==> src/rtl/kdeq_pkg.sv <==
// shared types and codes for the keyed record deque
package kdeq_pkg;

   localparam int CodeWidth  = 16;
   localparam int QtyWidth   = 16;
   localparam int PriceWidth = 24;
   localparam int OpWidth    = 3;
   localparam int StatWidth  = 2;

   localparam logic [OpWidth-1:0] OP_PUSH_FRONT = 3'd0;
   localparam logic [OpWidth-1:0] OP_PUSH_BACK  = 3'd1;
   localparam logic [OpWidth-1:0] OP_POP_FRONT  = 3'd2;
   localparam logic [OpWidth-1:0] OP_POP_BACK   = 3'd3;
   localparam logic [OpWidth-1:0] OP_SEARCH     = 3'd4;

   localparam logic [StatWidth-1:0] STAT_DONE  = 2'd0;
   localparam logic [StatWidth-1:0] STAT_FULL  = 2'd1;
   localparam logic [StatWidth-1:0] STAT_EMPTY = 2'd2;
   localparam logic [StatWidth-1:0] STAT_MISS  = 2'd3;

   typedef struct packed {
      logic [PriceWidth-1:0] price;
      logic [QtyWidth-1:0]   quantity;
      logic [CodeWidth-1:0]  code;
   } record_type;

   typedef struct packed {
      logic [StatWidth-1:0] status;
      logic                 hit;
      record_type           rec;
   } result_type;

   typedef struct packed {
      logic       valid;
      result_type data;
   } result_hs_type;

endpackage

==> src/rtl/kdeq_store.sv <==
// record memory: one write port, one read port with registered data
module kdeq_store #(
   parameter int DEPTH = 16
) (
   input  logic                        clock,
   input  logic                        wr_en,
   input  logic [$clog2(DEPTH)-1:0]    wr_addr,
   input  kdeq_pkg::record_type        wr_data,
   input  logic                        rd_en,
   input  logic [$clog2(DEPTH)-1:0]    rd_addr,
   output kdeq_pkg::record_type        rd_data
);

   kdeq_pkg::record_type mem_ff [DEPTH];
   kdeq_pkg::record_type rd_data_ff;

   always_ff @(posedge clock) begin
      if (wr_en) begin
         mem_ff[wr_addr] <= wr_data;
      end
   end

   always_ff @(posedge clock) begin
      if (rd_en) begin
         rd_data_ff <= mem_ff[rd_addr];
      end
   end

   assign rd_data = rd_data_ff;

endmodule

==> src/rtl/kdeq_seq.sv <==
// sequencer: ring pointers, shared ring adder and key comparator
module kdeq_seq #(
   parameter int DEPTH = 16
) (
   input  logic                                clock,
   input  logic                                reset,
   input  logic                                req_valid,
   output logic                                req_ready,
   input  logic [kdeq_pkg::OpWidth-1:0]        req_op,
   input  kdeq_pkg::record_type                req_rec,
   output logic                                wr_en,
   output logic [$clog2(DEPTH)-1:0]            wr_addr,
   output kdeq_pkg::record_type                wr_data,
   output logic                                rd_en,
   output logic [$clog2(DEPTH)-1:0]            rd_addr,
   input  kdeq_pkg::record_type                rd_data,
   output kdeq_pkg::result_hs_type             res,
   input  logic                                res_take
);

   localparam int IW = $clog2(DEPTH);
   localparam int CW = $clog2(DEPTH + 1);
   localparam int SW = IW + 1;

   typedef enum logic [3:0] {
      ST_IDLE   = 4'b0001,
      ST_POP    = 4'b0010,
      ST_SCAN   = 4'b0100,
      ST_RESULT = 4'b1000
   } state_type;

   state_type                         state_ff, state_in;
   logic [IW-1:0]                     head_ff, head_in;
   logic [CW-1:0]                     fill_ff, fill_in;
   logic [CW-1:0]                     idx_ff, idx_in;
   logic [IW-1:0]                     slot_ff, slot_in;
   logic [kdeq_pkg::CodeWidth-1:0]    key_ff, key_in;
   kdeq_pkg::result_type              res_ff, res_in;

   // shared ring adder
   logic [IW-1:0] add_base;
   logic [CW-1:0] add_off;
   logic [SW-1:0] add_raw;
   logic [IW-1:0] add_sum;

   logic full, empty, accept;
   logic [CW-1:0] idx_next;

   assign add_raw = SW'(add_base) + SW'(add_off);
   assign add_sum = (add_raw >= SW'(DEPTH)) ? IW'(add_raw - SW'(DEPTH)) : add_raw[IW-1:0];

   assign full     = (fill_ff == CW'(DEPTH));
   assign empty    = (fill_ff == '0);
   assign req_ready = (state_ff == ST_IDLE);
   assign accept   = req_valid && req_ready;
   assign idx_next = idx_ff + CW'(1);

   always_comb begin
      state_in = state_ff;
      head_in  = head_ff;
      fill_in  = fill_ff;
      idx_in   = idx_ff;
      slot_in  = slot_ff;
      key_in   = key_ff;
      res_in   = res_ff;
      add_base = head_ff;
      add_off  = '0;
      wr_en    = 1'b0;
      wr_addr  = add_sum;
      wr_data  = req_rec;
      rd_en    = 1'b0;
      rd_addr  = head_ff;

      unique case (state_ff)
         ST_IDLE: begin
            if (accept) begin
               key_in   = req_rec.code;
               res_in   = '0;
               state_in = ST_RESULT;
               unique case (req_op) inside
                  kdeq_pkg::OP_PUSH_FRONT, kdeq_pkg::OP_PUSH_BACK: begin
                     if (full) begin
                        res_in.status = kdeq_pkg::STAT_FULL;
                     end else begin
                        if (req_op == kdeq_pkg::OP_PUSH_FRONT) begin
                           add_off = CW'(DEPTH - 1);
                           head_in = add_sum;
                        end else begin
                           add_off = fill_ff;
                        end
                        wr_en   = 1'b1;
                        fill_in = fill_ff + CW'(1);
                     end
                  end
                  kdeq_pkg::OP_POP_FRONT, kdeq_pkg::OP_POP_BACK: begin
                     if (empty) begin
                        res_in.status = kdeq_pkg::STAT_EMPTY;
                     end else begin
                        rd_en = 1'b1;
                        if (req_op == kdeq_pkg::OP_POP_FRONT) begin
                           add_off = CW'(1);
                           rd_addr = head_ff;
                           head_in = add_sum;
                        end else begin
                           add_off = fill_ff - CW'(1);
                           rd_addr = add_sum;
                        end
                        fill_in  = fill_ff - CW'(1);
                        state_in = ST_POP;
                     end
                  end
                  kdeq_pkg::OP_SEARCH: begin
                     if (empty) begin
                        res_in.status   = kdeq_pkg::STAT_MISS;
                        res_in.rec.code = req_rec.code;
                     end else begin
                        rd_en    = 1'b1;
                        rd_addr  = head_ff;
                        slot_in  = head_ff;
                        idx_in   = '0;
                        state_in = ST_SCAN;
                     end
                  end
                  default: begin
                     res_in = '0;
                  end
               endcase
            end
         end
         ST_POP: begin
            res_in.status = kdeq_pkg::STAT_DONE;
            res_in.hit    = 1'b0;
            res_in.rec    = rd_data;
            state_in      = ST_RESULT;
         end
         ST_SCAN: begin
            // one stored entry compared per cycle, front first
            add_base = slot_ff;
            add_off  = CW'(1);
            if (rd_data.code == key_ff) begin
               res_in.status = kdeq_pkg::STAT_DONE;
               res_in.hit    = 1'b1;
               res_in.rec    = rd_data;
               state_in      = ST_RESULT;
            end else if (idx_next == fill_ff) begin
               res_in          = '0;
               res_in.status   = kdeq_pkg::STAT_MISS;
               res_in.rec.code = key_ff;
               state_in        = ST_RESULT;
            end else begin
               rd_en   = 1'b1;
               rd_addr = add_sum;
               slot_in = add_sum;
               idx_in  = idx_next;
            end
         end
         ST_RESULT: begin
            if (res_take) begin
               state_in = ST_IDLE;
            end
         end
         default: begin
            state_in = ST_IDLE;
         end
      endcase
   end

   always_ff @(posedge clock) begin
      if (reset) begin
         state_ff <= ST_IDLE;
         head_ff  <= '0;
         fill_ff  <= '0;
      end else begin
         state_ff <= state_in;
         head_ff  <= head_in;
         fill_ff  <= fill_in;
      end
   end

   always_ff @(posedge clock) begin
      idx_ff  <= idx_in;
      slot_ff <= slot_in;
      key_ff  <= key_in;
      res_ff  <= res_in;
   end

   assign res.valid = (state_ff == ST_RESULT);
   assign res.data  = res_ff;

endmodule

==> src/rtl/keyed_record_deque_with_search.sv <==
// keyed record deque: stream ports, output register, sequencer and record memory
// push, unused op, full push, empty pop or empty search: result registered in the sequencer,
// then in the rsp register; pop adds a registered memory read; search ends at the first match
// from the front or misses after all held records; one record compared per cycle on the
// single memory read port. req_tready returns once the result moves to the rsp register.
// reset clears head, fill count and control; memory contents are not cleared.
module keyed_record_deque_with_search #(
   parameter int DEPTH = 16
) (
   input  logic        clock,
   input  logic        reset,
   input  logic        req_tvalid,
   output logic        req_tready,
   input  logic [55:0] req_tdata,   // key_code[15:0], quantity[31:16], price[55:32]
   input  logic [2:0]  req_tuser,   // op[2:0]
   output logic        rsp_tvalid,
   input  logic        rsp_tready,
   output logic [55:0] rsp_tdata,   // out_code[15:0], out_quantity[31:16], out_price[55:32]
   output logic [2:0]  rsp_tuser    // status[1:0], hit[2]
);

   localparam int IW = $clog2(DEPTH);

   kdeq_pkg::record_type     req_rec;
   kdeq_pkg::record_type     wr_data;
   kdeq_pkg::record_type     rd_data;
   kdeq_pkg::result_hs_type  res;
   kdeq_pkg::result_type     out_ff;
   logic                     out_valid_ff, out_valid_in;
   logic                     res_take;
   logic                     wr_en, rd_en;
   logic [IW-1:0]            wr_addr, rd_addr;

   assign req_rec.code     = req_tdata[15:0];
   assign req_rec.quantity = req_tdata[31:16];
   assign req_rec.price    = req_tdata[55:32];

   // result moves on when the output register is empty or draining
   assign res_take     = res.valid && (!out_valid_ff || rsp_tready);
   assign out_valid_in = res_take || (out_valid_ff && !rsp_tready);

   kdeq_seq #(.DEPTH(DEPTH)) u_seq (
      .clock     (clock),
      .reset     (reset),
      .req_valid (req_tvalid),
      .req_ready (req_tready),
      .req_op    (req_tuser),
      .req_rec   (req_rec),
      .wr_en     (wr_en),
      .wr_addr   (wr_addr),
      .wr_data   (wr_data),
      .rd_en     (rd_en),
      .rd_addr   (rd_addr),
      .rd_data   (rd_data),
      .res       (res),
      .res_take  (res_take)
   );

   kdeq_store #(.DEPTH(DEPTH)) u_store (
      .clock   (clock),
      .wr_en   (wr_en),
      .wr_addr (wr_addr),
      .wr_data (wr_data),
      .rd_en   (rd_en),
      .rd_addr (rd_addr),
      .rd_data (rd_data)
   );

   always_ff @(posedge clock) begin
      if (reset) begin
         out_valid_ff <= 1'b0;
      end else begin
         out_valid_ff <= out_valid_in;
      end
   end

   always_ff @(posedge clock) begin
      if (res_take) begin
         out_ff <= res.data;
      end
   end

   assign rsp_tvalid = out_valid_ff;
   assign rsp_tdata  = {out_ff.rec.price, out_ff.rec.quantity, out_ff.rec.code};
   assign rsp_tuser  = {out_ff.hit, out_ff.status};

endmodule

==> config.mk <==
export PLATFORM = sky130hd
export DESIGN_NAME = keyed_record_deque_with_search
export DESIGN_NICKNAME = d
export VERILOG_FILES = /design/src/rtl/kdeq_pkg.sv /design/src/rtl/kdeq_store.sv /design/src/rtl/kdeq_seq.sv /design/src/rtl/keyed_record_deque_with_search.sv
export SDC_FILE = /design/constraint.sdc
export NUM_CORES = 1
export LEC_CHECK = 0
export ABC_AREA = 1
export BUFFER_PORTS_ARGS = -buffer_cell sky130_fd_sc_hd__buf_2
export CORE_MARGIN = 10
export CORE_UTILIZATION = 47
export CTS_CLUSTER_SIZE = 25
export DETAILED_ROUTE_END_ITERATION = 10
export MAX_ROUTING_LAYER = met4
export SETUP_SLACK_MARGIN = 0.02
export SLEW_MARGIN = 20
export SYNTH_ARGS = -nofsm -noshare
export SYNTH_HDL_FRONTEND = slang
export SYNTH_SLANG_ARGS = --single-unit
==> constraint.sdc <==
create_clock -name clock -period 7 [get_ports clock]
set_clock_uncertainty 0.15 [all_clocks]
set_input_delay 0.7 -clock clock [delete_from_list [all_inputs] [get_ports clock]]
set_output_delay 0.7 -clock clock [all_outputs]
set_load 0.01 [all_outputs]
==> results of run 1 <==
[layout make-up]
| type | instances | area share |
|---|---|---|
| diodes | 8 | 0.0003785 |
| clock buffers | 146 | 0.05739 |
| clock inverters | 67 | 0.008681 |
| inverters | 723 | 0.05157 |
| multi-input cells | 2149 | 0.2008 |
| flip-flops and latches | 1109 | 0.6270 |
| well taps | 1298 | 0.03070 |
| repair buffers | 180 | 0.02351 |
[power breakdown]
part	total (W)	switching, W	internal, W
registers	0.00772	0.0000757	0.00765
logic	0.00309	0.00222	0.000864
clock network	0.00572	0.00252	0.00320
total	0.0165	0.00482	0.0117
[registers in the layout, summed over array words and instances (netlist names)]
name / count
u_seq.head_ff: 4
u_seq.res: 59
u_store.rd_data: 56
u_seq.fill_ff: 5
u_seq.state_ff: 4
rsp_tvalid: 1
u_seq.idx_ff: 5
u_seq.slot_ff: 4
u_store.mem_ff: 896
rsp_tdata: 56
rsp_tuser: 3
u_seq.key_ff: 16
[metal layers]
layer	GRT usage	wire length [µm]
met5	-	0
met4	0.06964	3232
met3	0.03534	8536
met2	0.3401	56100
met1	0.2909	53250
[placed cells by master, fill, tap and decap left out, types with 5 or more instances in the layout]
master and instances:
inv_2 10, dfxtp_1 14, nor2_1 71, clkinvlp_4 5, ha_1 7, nand2_1 730, nand4_1 20, edfxtp_1 1095
xnor2_1 9, clkbuf_1 28, clkinv_1 29, inv_1 707, buf_12 16, clkinv_2 27, nor2_4 18, o221ai_1 8
o21ai_0 25, clkbuf_16 116, nand3_2 6, nand3_1 1041, diode_2 8, nand3b_1 166, buf_2 123, a21oi_1 17
buf_4 41
[path summary, 6_finish.rpt]
| kind | endpoint | cells past startpoint | from |
|---|---|---|---|
| worst min-delay path | rsp_tvalid | 2 | reset |
| worst min register to register | rsp_tdata[19] | 0 | u_seq.res[19] |
| worst max-delay path | u_store.rd_data[31] | 21 | u_seq.fill_ff[0] |
| worst max register to register | u_store.rd_data[31] | 21 | u_seq.fill_ff[0] |
[stage by stage]
stage / total power [W] / cell area [µm²] / hold slack, ns / utilization
after global routing: 0.01729 / 52890 / 0.05997 / 0.5282
after detailed placement: 0.01094 / 49380 / 0.2545 / 0.4931
final: 0.01653 / 52890 / 0.06876 / 0.5282
after floorplan: 0.01007 / 47470 / 0.2503 / -
after CTS: 0.01665 / 52870 / 0.02185 / 0.5280
after global placement: 0.01092 / 49380 / 0.2516 / 0.4930
[kinds of logic (layout without fill, tap and decap cells)]
logic type,count (synthesis),after routing,share of synthesized area
AND/OR/NAND/NOR,2070,2070,0.2075
flip-flops,1109,1109,0.6987
buffers and inverters,967,1116,0.08185
AO/OA/AOI/OAI,59,59,0.007539
XOR/XNOR,12,12,0.002214
adder cells (fa/ha/maj),8,8,0.002267
other,0,8,0
==> impl_metrics.csv, run 1 <==
group,metric,value,unit
critical_path,slowest_stage,"buf_4",
cells_and_area,drive_gt1_frac,0.09053,
floorplan,die_y,337.8,µm
timing,setup_viol,0,
critical_path,end_kind,"flop",
critical_path,path_max_fanout,60,
clock_tree,cts_sinks,1109,
floorplan,ios,124,
critical_path,startpoint_type,"flop",
synthesis,ys_seq_area_frac,0.6987,
floorplan,die_w,337.8,µm
clock_tree,clockBufferDepth,3,
synthesis,syn-instance-count,4225,
timing,finalWorstSetupSlack,1.834,ns
power_and_ir_drop,vdd_drop_max,0.2465,mV
clock_tree,clock_latency,0.70,ns
global_route,grt_max_degree,150,
place,dp_slack,1.752,ns
place,dp.cells,5459,
clock_tree,ctsResizeCount,0,
clock_tree,holdBufCountCts,0,
synthesis,yosys.cell_types.count,37,
timing,max_slew.worst_pin.slew,1.055,ns
synthesis,synthesis.nets,4296,
routing,viasPerCell,5.385,
critical_path,cpMostUsedCell,"nand2_1",
routing,drc,0,
timing,max_freq,193.6,MHz
place,numPortBuffers,123,
timing,relSlewSlack,0.2969,
clock_tree,clk_pin_slew_worst_paths,0.06,ns
synthesis,synth_commonest_cells,"edfxtp_1 (1095), nand3_1 (1041), nand2_1 (730)",
critical_path,arrival,5.45,ns
routing,drt_pass1_iterations,5,
cells_and_area,ff_latch_area,33160,µm²
routing,drt_iter0_markers,3076,
cells_and_area,multiInputGateArea,10620,µm²
clock_tree,cts_tree,"built",
critical_path,path_cells,"inv_2 -> ha_1 -> nand3_2 -> nand2_1 -> inv_2 -> o21ai_0 -> nand2_1 -> nand2_1 -> nand2_1 -> ha_1 -> inv_1 -> fa_1 -> xor2_1 -> inv_1 -> nand3_1 -> o21ai_4 -> buf_4 -> buf_4 -> nand3_1 -> nand3_1 -> nand2_1",
synthesis,synth_largest_area_cell,"edfxtp_1",
global_route,grt_antenna_before_repair,9,
synthesis,synth_area_leaders,"edfxtp_1 (69%), nand3_1 (11%), nand2_1 (5.8%)",
cells_and_area,nFillCells,8645,
critical_path,cp_top_family,"buffers and inverters",
routing,drtAntennaViolNets,0,
timing,grt_setup_unrepaired,"no",
power_and_ir_drop,leakagePower,21.06,nW
critical_path,cpPeakStageDelay,0.87,ns
clock_tree,numCtsBuffers,115,
place,dp_hpwl,59.95,mm
global_route,grt_pass1_vias,29888,
synthesis,netlist_area,47470,µm²
worst_hold_path,min_path_type,"in2reg",
synthesis,syn_avg_cell_area,11.23,µm²
critical_path,reg2reg_setup_slack,1.83,ns
cells_and_area,final_nets,4349,
floorplan,core,100100,µm²
floorplan,rows,116,
synthesis,synth.most_common_cell,"edfxtp_1",
timing,slew_violations,0,
run_status,outcome,"finished, final reports clean",
cells_and_area,syn_to_final_growth,11.43,%
floorplan,die-area,114100,µm²
cells_and_area,final_cells,5680,
timing,period_needed,5.166,ns
synthesis,yosysWarningCount,0,
global_route,grt_pass1_wl,183.9,mm
critical_path,crit_type,"reg2reg",
clock_tree,root_buffer,"clkbuf_16",
clock_tree,postCtsSetupRepairBufs,0,
routing,wirelength,121.1,mm
critical_path,cp_num_buf_inv,6,
synthesis,synth_enable_flop_cells,1095,
routing,wl_per_cell,21.32,µm
synthesis,yosys_register_bits,1109,
global_route,gr-total-overflow,0,
synthesis,synthArstFlopShare,0,
timing,fin_crit_sh,0.7380,
clock_tree,htreeDepth,3,
synthesis,synthFlopType,"edfxtp_1",
routing,num_vias,30584,
floorplan,start_util,0.4740,
synthesis,synth_top_area_frac,0.6927,
place,place_congestion,0.8381,
timing,hold_viol,0,
global_route,track_usage,0.2176,
timing,final.setup.tns,0,ns
flow_run,max_cap_violations,0,
critical_path,crit_required,7.29,ns
power_and_ir_drop,powerDensity,312.5,nW/µm²
Power figures use the tool's default switching activity.
==> run 2: changes to the inputs <==
Clock period 7 ns to 5.2 ns, I/O delays scaled along.
==> run 2 against run 1 <==
Compared with the run above:
- maximum frequency rose by 18%
- register-to-register slack got worse by 0.99 ns
- critical path depth did not move
- clock-buffer cell count down 10
- worst setup slack worse by 0.99 ns
- combinational power increased by 38%
- sequential share of layout area shrank 0.83 points
- final cell count rose by 0.49%
- critical endpoint is now u_store.rd_data[18]
- highest routed layer unchanged
==> impl_metrics.csv, run 2 (synthesis gave the netlist of run 1 again) <==
group,metric,value,unit
cells_and_area,post-route-util,0.5352,
critical_path,cp_num_buf_inv,6,
critical_path,path_cells,"inv_2 -> ha_1 -> nand3_2 -> nand2_1 -> inv_2 -> o21ai_0 -> nand2_1 -> nand2_1 -> nand2_1 -> ha_1 -> inv_1 -> fa_1 -> xor2_1 -> inv_1 -> nand3_1 -> o21ai_4 -> inv_6 -> buf_4 -> nand3_1 -> nand3_1 -> nand2_1",
timing,max_slew.worst_pin.slew,1.211,ns
clock_tree,clk_pin_slew_worst_paths,0.06,ns
clock_tree,htreeDepth,3,
routing,wirelength,121.8,mm
cells_and_area,top_register,"u_store.mem_ff",
power_and_ir_drop,vdd_drop_max,0.3491,mV
place,numPortBuffers,123,
timing,fin_crit_sh,0.8385,
flow_run,max_cap_violations,0,
timing,relSlewSlack,0.1894,
global_route,use_met3,0.03648,
global_route,grt_antenna_before_repair,11,
critical_path,reg2reg_setup_slack,0.84,ns
critical_path,cp_top_family,"buffers and inverters",
clock_tree,cts_sinks,1109,
routing,drtAntennaViolNets,0,
global_route,gr-total-overflow,0,
global_route,grt_max_degree,151,
cells_and_area,drive_gt1_frac,0.09498,
floorplan,rows,116,
routing,drt_pass1_iterations,6,
timing,slew_violations,0,
routing,drt_iter0_markers,3083,
critical_path,path_depth,21,
critical_path,reg2reg_to,"u_store.rd_data[18]",
cells_and_area,largest_reg_flops,896,
power_and_ir_drop,leakagePower,21.38,nW
timing,final.setup.tns,0,ns
clock_tree,numCtsBuffers,115,
timing,grt_setup_unrepaired,"no",
place,dp_hpwl,61.61,mm
cells_and_area,final_cell_mix,"edfxtp_1 (1095), nand3_1 (1041), nand2_1 (730), inv_1 (707), nand3b_1 (166)",
critical_path,timing.rr.start,"u_seq.fill_ff[0]",
routing,viasPerCell,5.395,
clock_tree,ctsResizeCount,0,
floorplan,start_util,0.4740,
critical_path,cpMostUsedCell,"nand2_1",
critical_path,end_kind,"flop",
critical_path,cpPeakStageDelay,0.47,ns
floorplan,die_y,337.8,µm
global_route,grt_pass1_vias,29999,
clock_tree,root_buffer,"clkbuf_16",
cells_and_area,final_nets,4381,
timing,setup_viol,0,
global_route,grt_util_met1,0.2885,
critical_path,path_max_fanout,40,
critical_path,arrival,4.64,ns
critical_path,slowest_stage,"dfxtp_1",
critical_path,crit_type,"reg2reg",
worst_hold_path,min_path_type,"in2reg",
power_and_ir_drop,powerDensity,421.4,nW/µm²
critical_path,crit_required,5.48,ns
run_status,outcome,"finished, final reports clean",
global_route,grt_pass1_wl,184.6,mm
floorplan,ios,124,
critical_path,startpoint,"u_seq.fill_ff[0]",
cells_and_area,layout_commonest_cell,"edfxtp_1",
global_route,track_usage,0.2181,
critical_path,worst_r2r_path_depth,21,
timing,hold_viol,0,
floorplan,die-area,114100,µm²
critical_path,crit_path_end,"u_store.rd_data[18]",
clock_tree,clockBufferDepth,3,
clock_tree,clock_latency,0.70,ns
clock_tree,cts_tree,"built",
floorplan,core,100100,µm²
floorplan,die_w,337.8,µm
cells_and_area,syn_to_final_growth,12.93,%
global_route,use_met2,0.3460,
routing,num_vias,30797,
routing,drc,0,
global_route,top_usage_layer,"met2",
place,place_congestion,0.8325,
timing,period_needed,4.360,ns
critical_path,startpoint_type,"flop",
routing,wl_per_cell,21.34,µm
timing,max_freq,229.3,MHz
==> run 2: cell count changes in the layout (fill, tap and decap cells not counted), moves of 2 or more <==
cell / delta
buf_12: +27
buf_4: +3
bufinv_16: +6
clkbuf_1: -9
clkbuf_8: -2
clkinv_1: +11
clkinv_2: -8
clkinvlp_4: -3
dlygate4sd3_1: +2
inv_6: -2
==> run 2: worst min path at each step <==
stage	from	to	depth (start not counted)
2_1_floorplan	u_seq.res[0]	rsp_tdata[0]	0
3_3_place_gp	u_seq.res[7]	rsp_tdata[7]	0
3_5_place_dp	u_seq.res[4]	rsp_tdata[4]	0
4_1_cts	req_tdata[54]	u_store.mem_ff[10][54]	1
5_1_grt	req_tdata[26]	u_store.mem_ff[3][26]	1
6_report	req_tdata[47]	u_store.mem_ff[12][47]	1
==> run 2: routing by layer <==
layer / share of wire / wire (µm) / vias up
met3: 0.072 / 8803 / 186
met1: 0.43 / 52840 / 15049
met4: 0.022 / 2683 / 0
met5: 0 / 0 / -
li1: - / - / 14504
met2: 0.47 / 57460 / 1058
==> run 2: area by class of cell <==
| type | count | area (µm²) |
|---|---|---|
| Multi-Input combinational cell | 2149 | 10630 |
| Clock inverter | 72 | 614.3 |
| Clock buffer | 136 | 2999 |
| Sequential cell | 1109 | 33160 |
| Inverter | 723 | 2728 |
| Tap cell | 1298 | 1624 |
| Timing Repair Buffer | 212 | 1827 |
| Fill cell | 8584 | 46540 |
| Antenna cell | 9 | 22.52 |
==> run 2: what timing repair did <==
item | CTS | global route
hold buffers | 2 | 0
setup buffers | 0 | 0
endpoints found under the hold margin | 3 | 0
==> run 2: power breakdown <==
group	leakage, nW	total [W]	switching, W	internal, W
Clock	1.77	0.00794	0.00336	0.00458
Combinational	9.58	0.00427	0.00301	0.00126
Sequential	10.0	0.0104	0.0000925	0.0103
==> run 2: worst register-to-register path, cell delays in order, from the launching register on <==
cell and delay (ns):
dfxtp_1 0.47, inv_2 0.11, ha_1 0.26, nand3_2 0.13
nand2_1 0.10, inv_2 0.09, o21ai_0 0.08, nand2_1 0.07
nand2_1 0.05, nand2_1 0.06, ha_1 0.15, inv_1 0.07
fa_1 0.44, xor2_1 0.38, inv_1 0.13, nand3_1 0.15
o21ai_4 0.10, inv_6 0.41, buf_4 0.42, nand3_1 0.14
nand3_1 0.09, nand2_1 0.07
==> run 2: stage by stage <==
stage	instances	cell area (µm²)	hold WS (ns)	total power [W]	setup slack (ns)
finish	5708	53600	0.05173	0.02259	0.8396
global placement	5489	49950	0.2501	0.01479	0.8091
CTS	5699	53580	0.008639	0.02274	0.8881
floorplan	4225	47490	0.2503	0.01355	-0.1542
global route	5708	53600	0.03393	0.02363	0.5672
detailed placement	5489	49950	0.2545	0.01484	0.8115
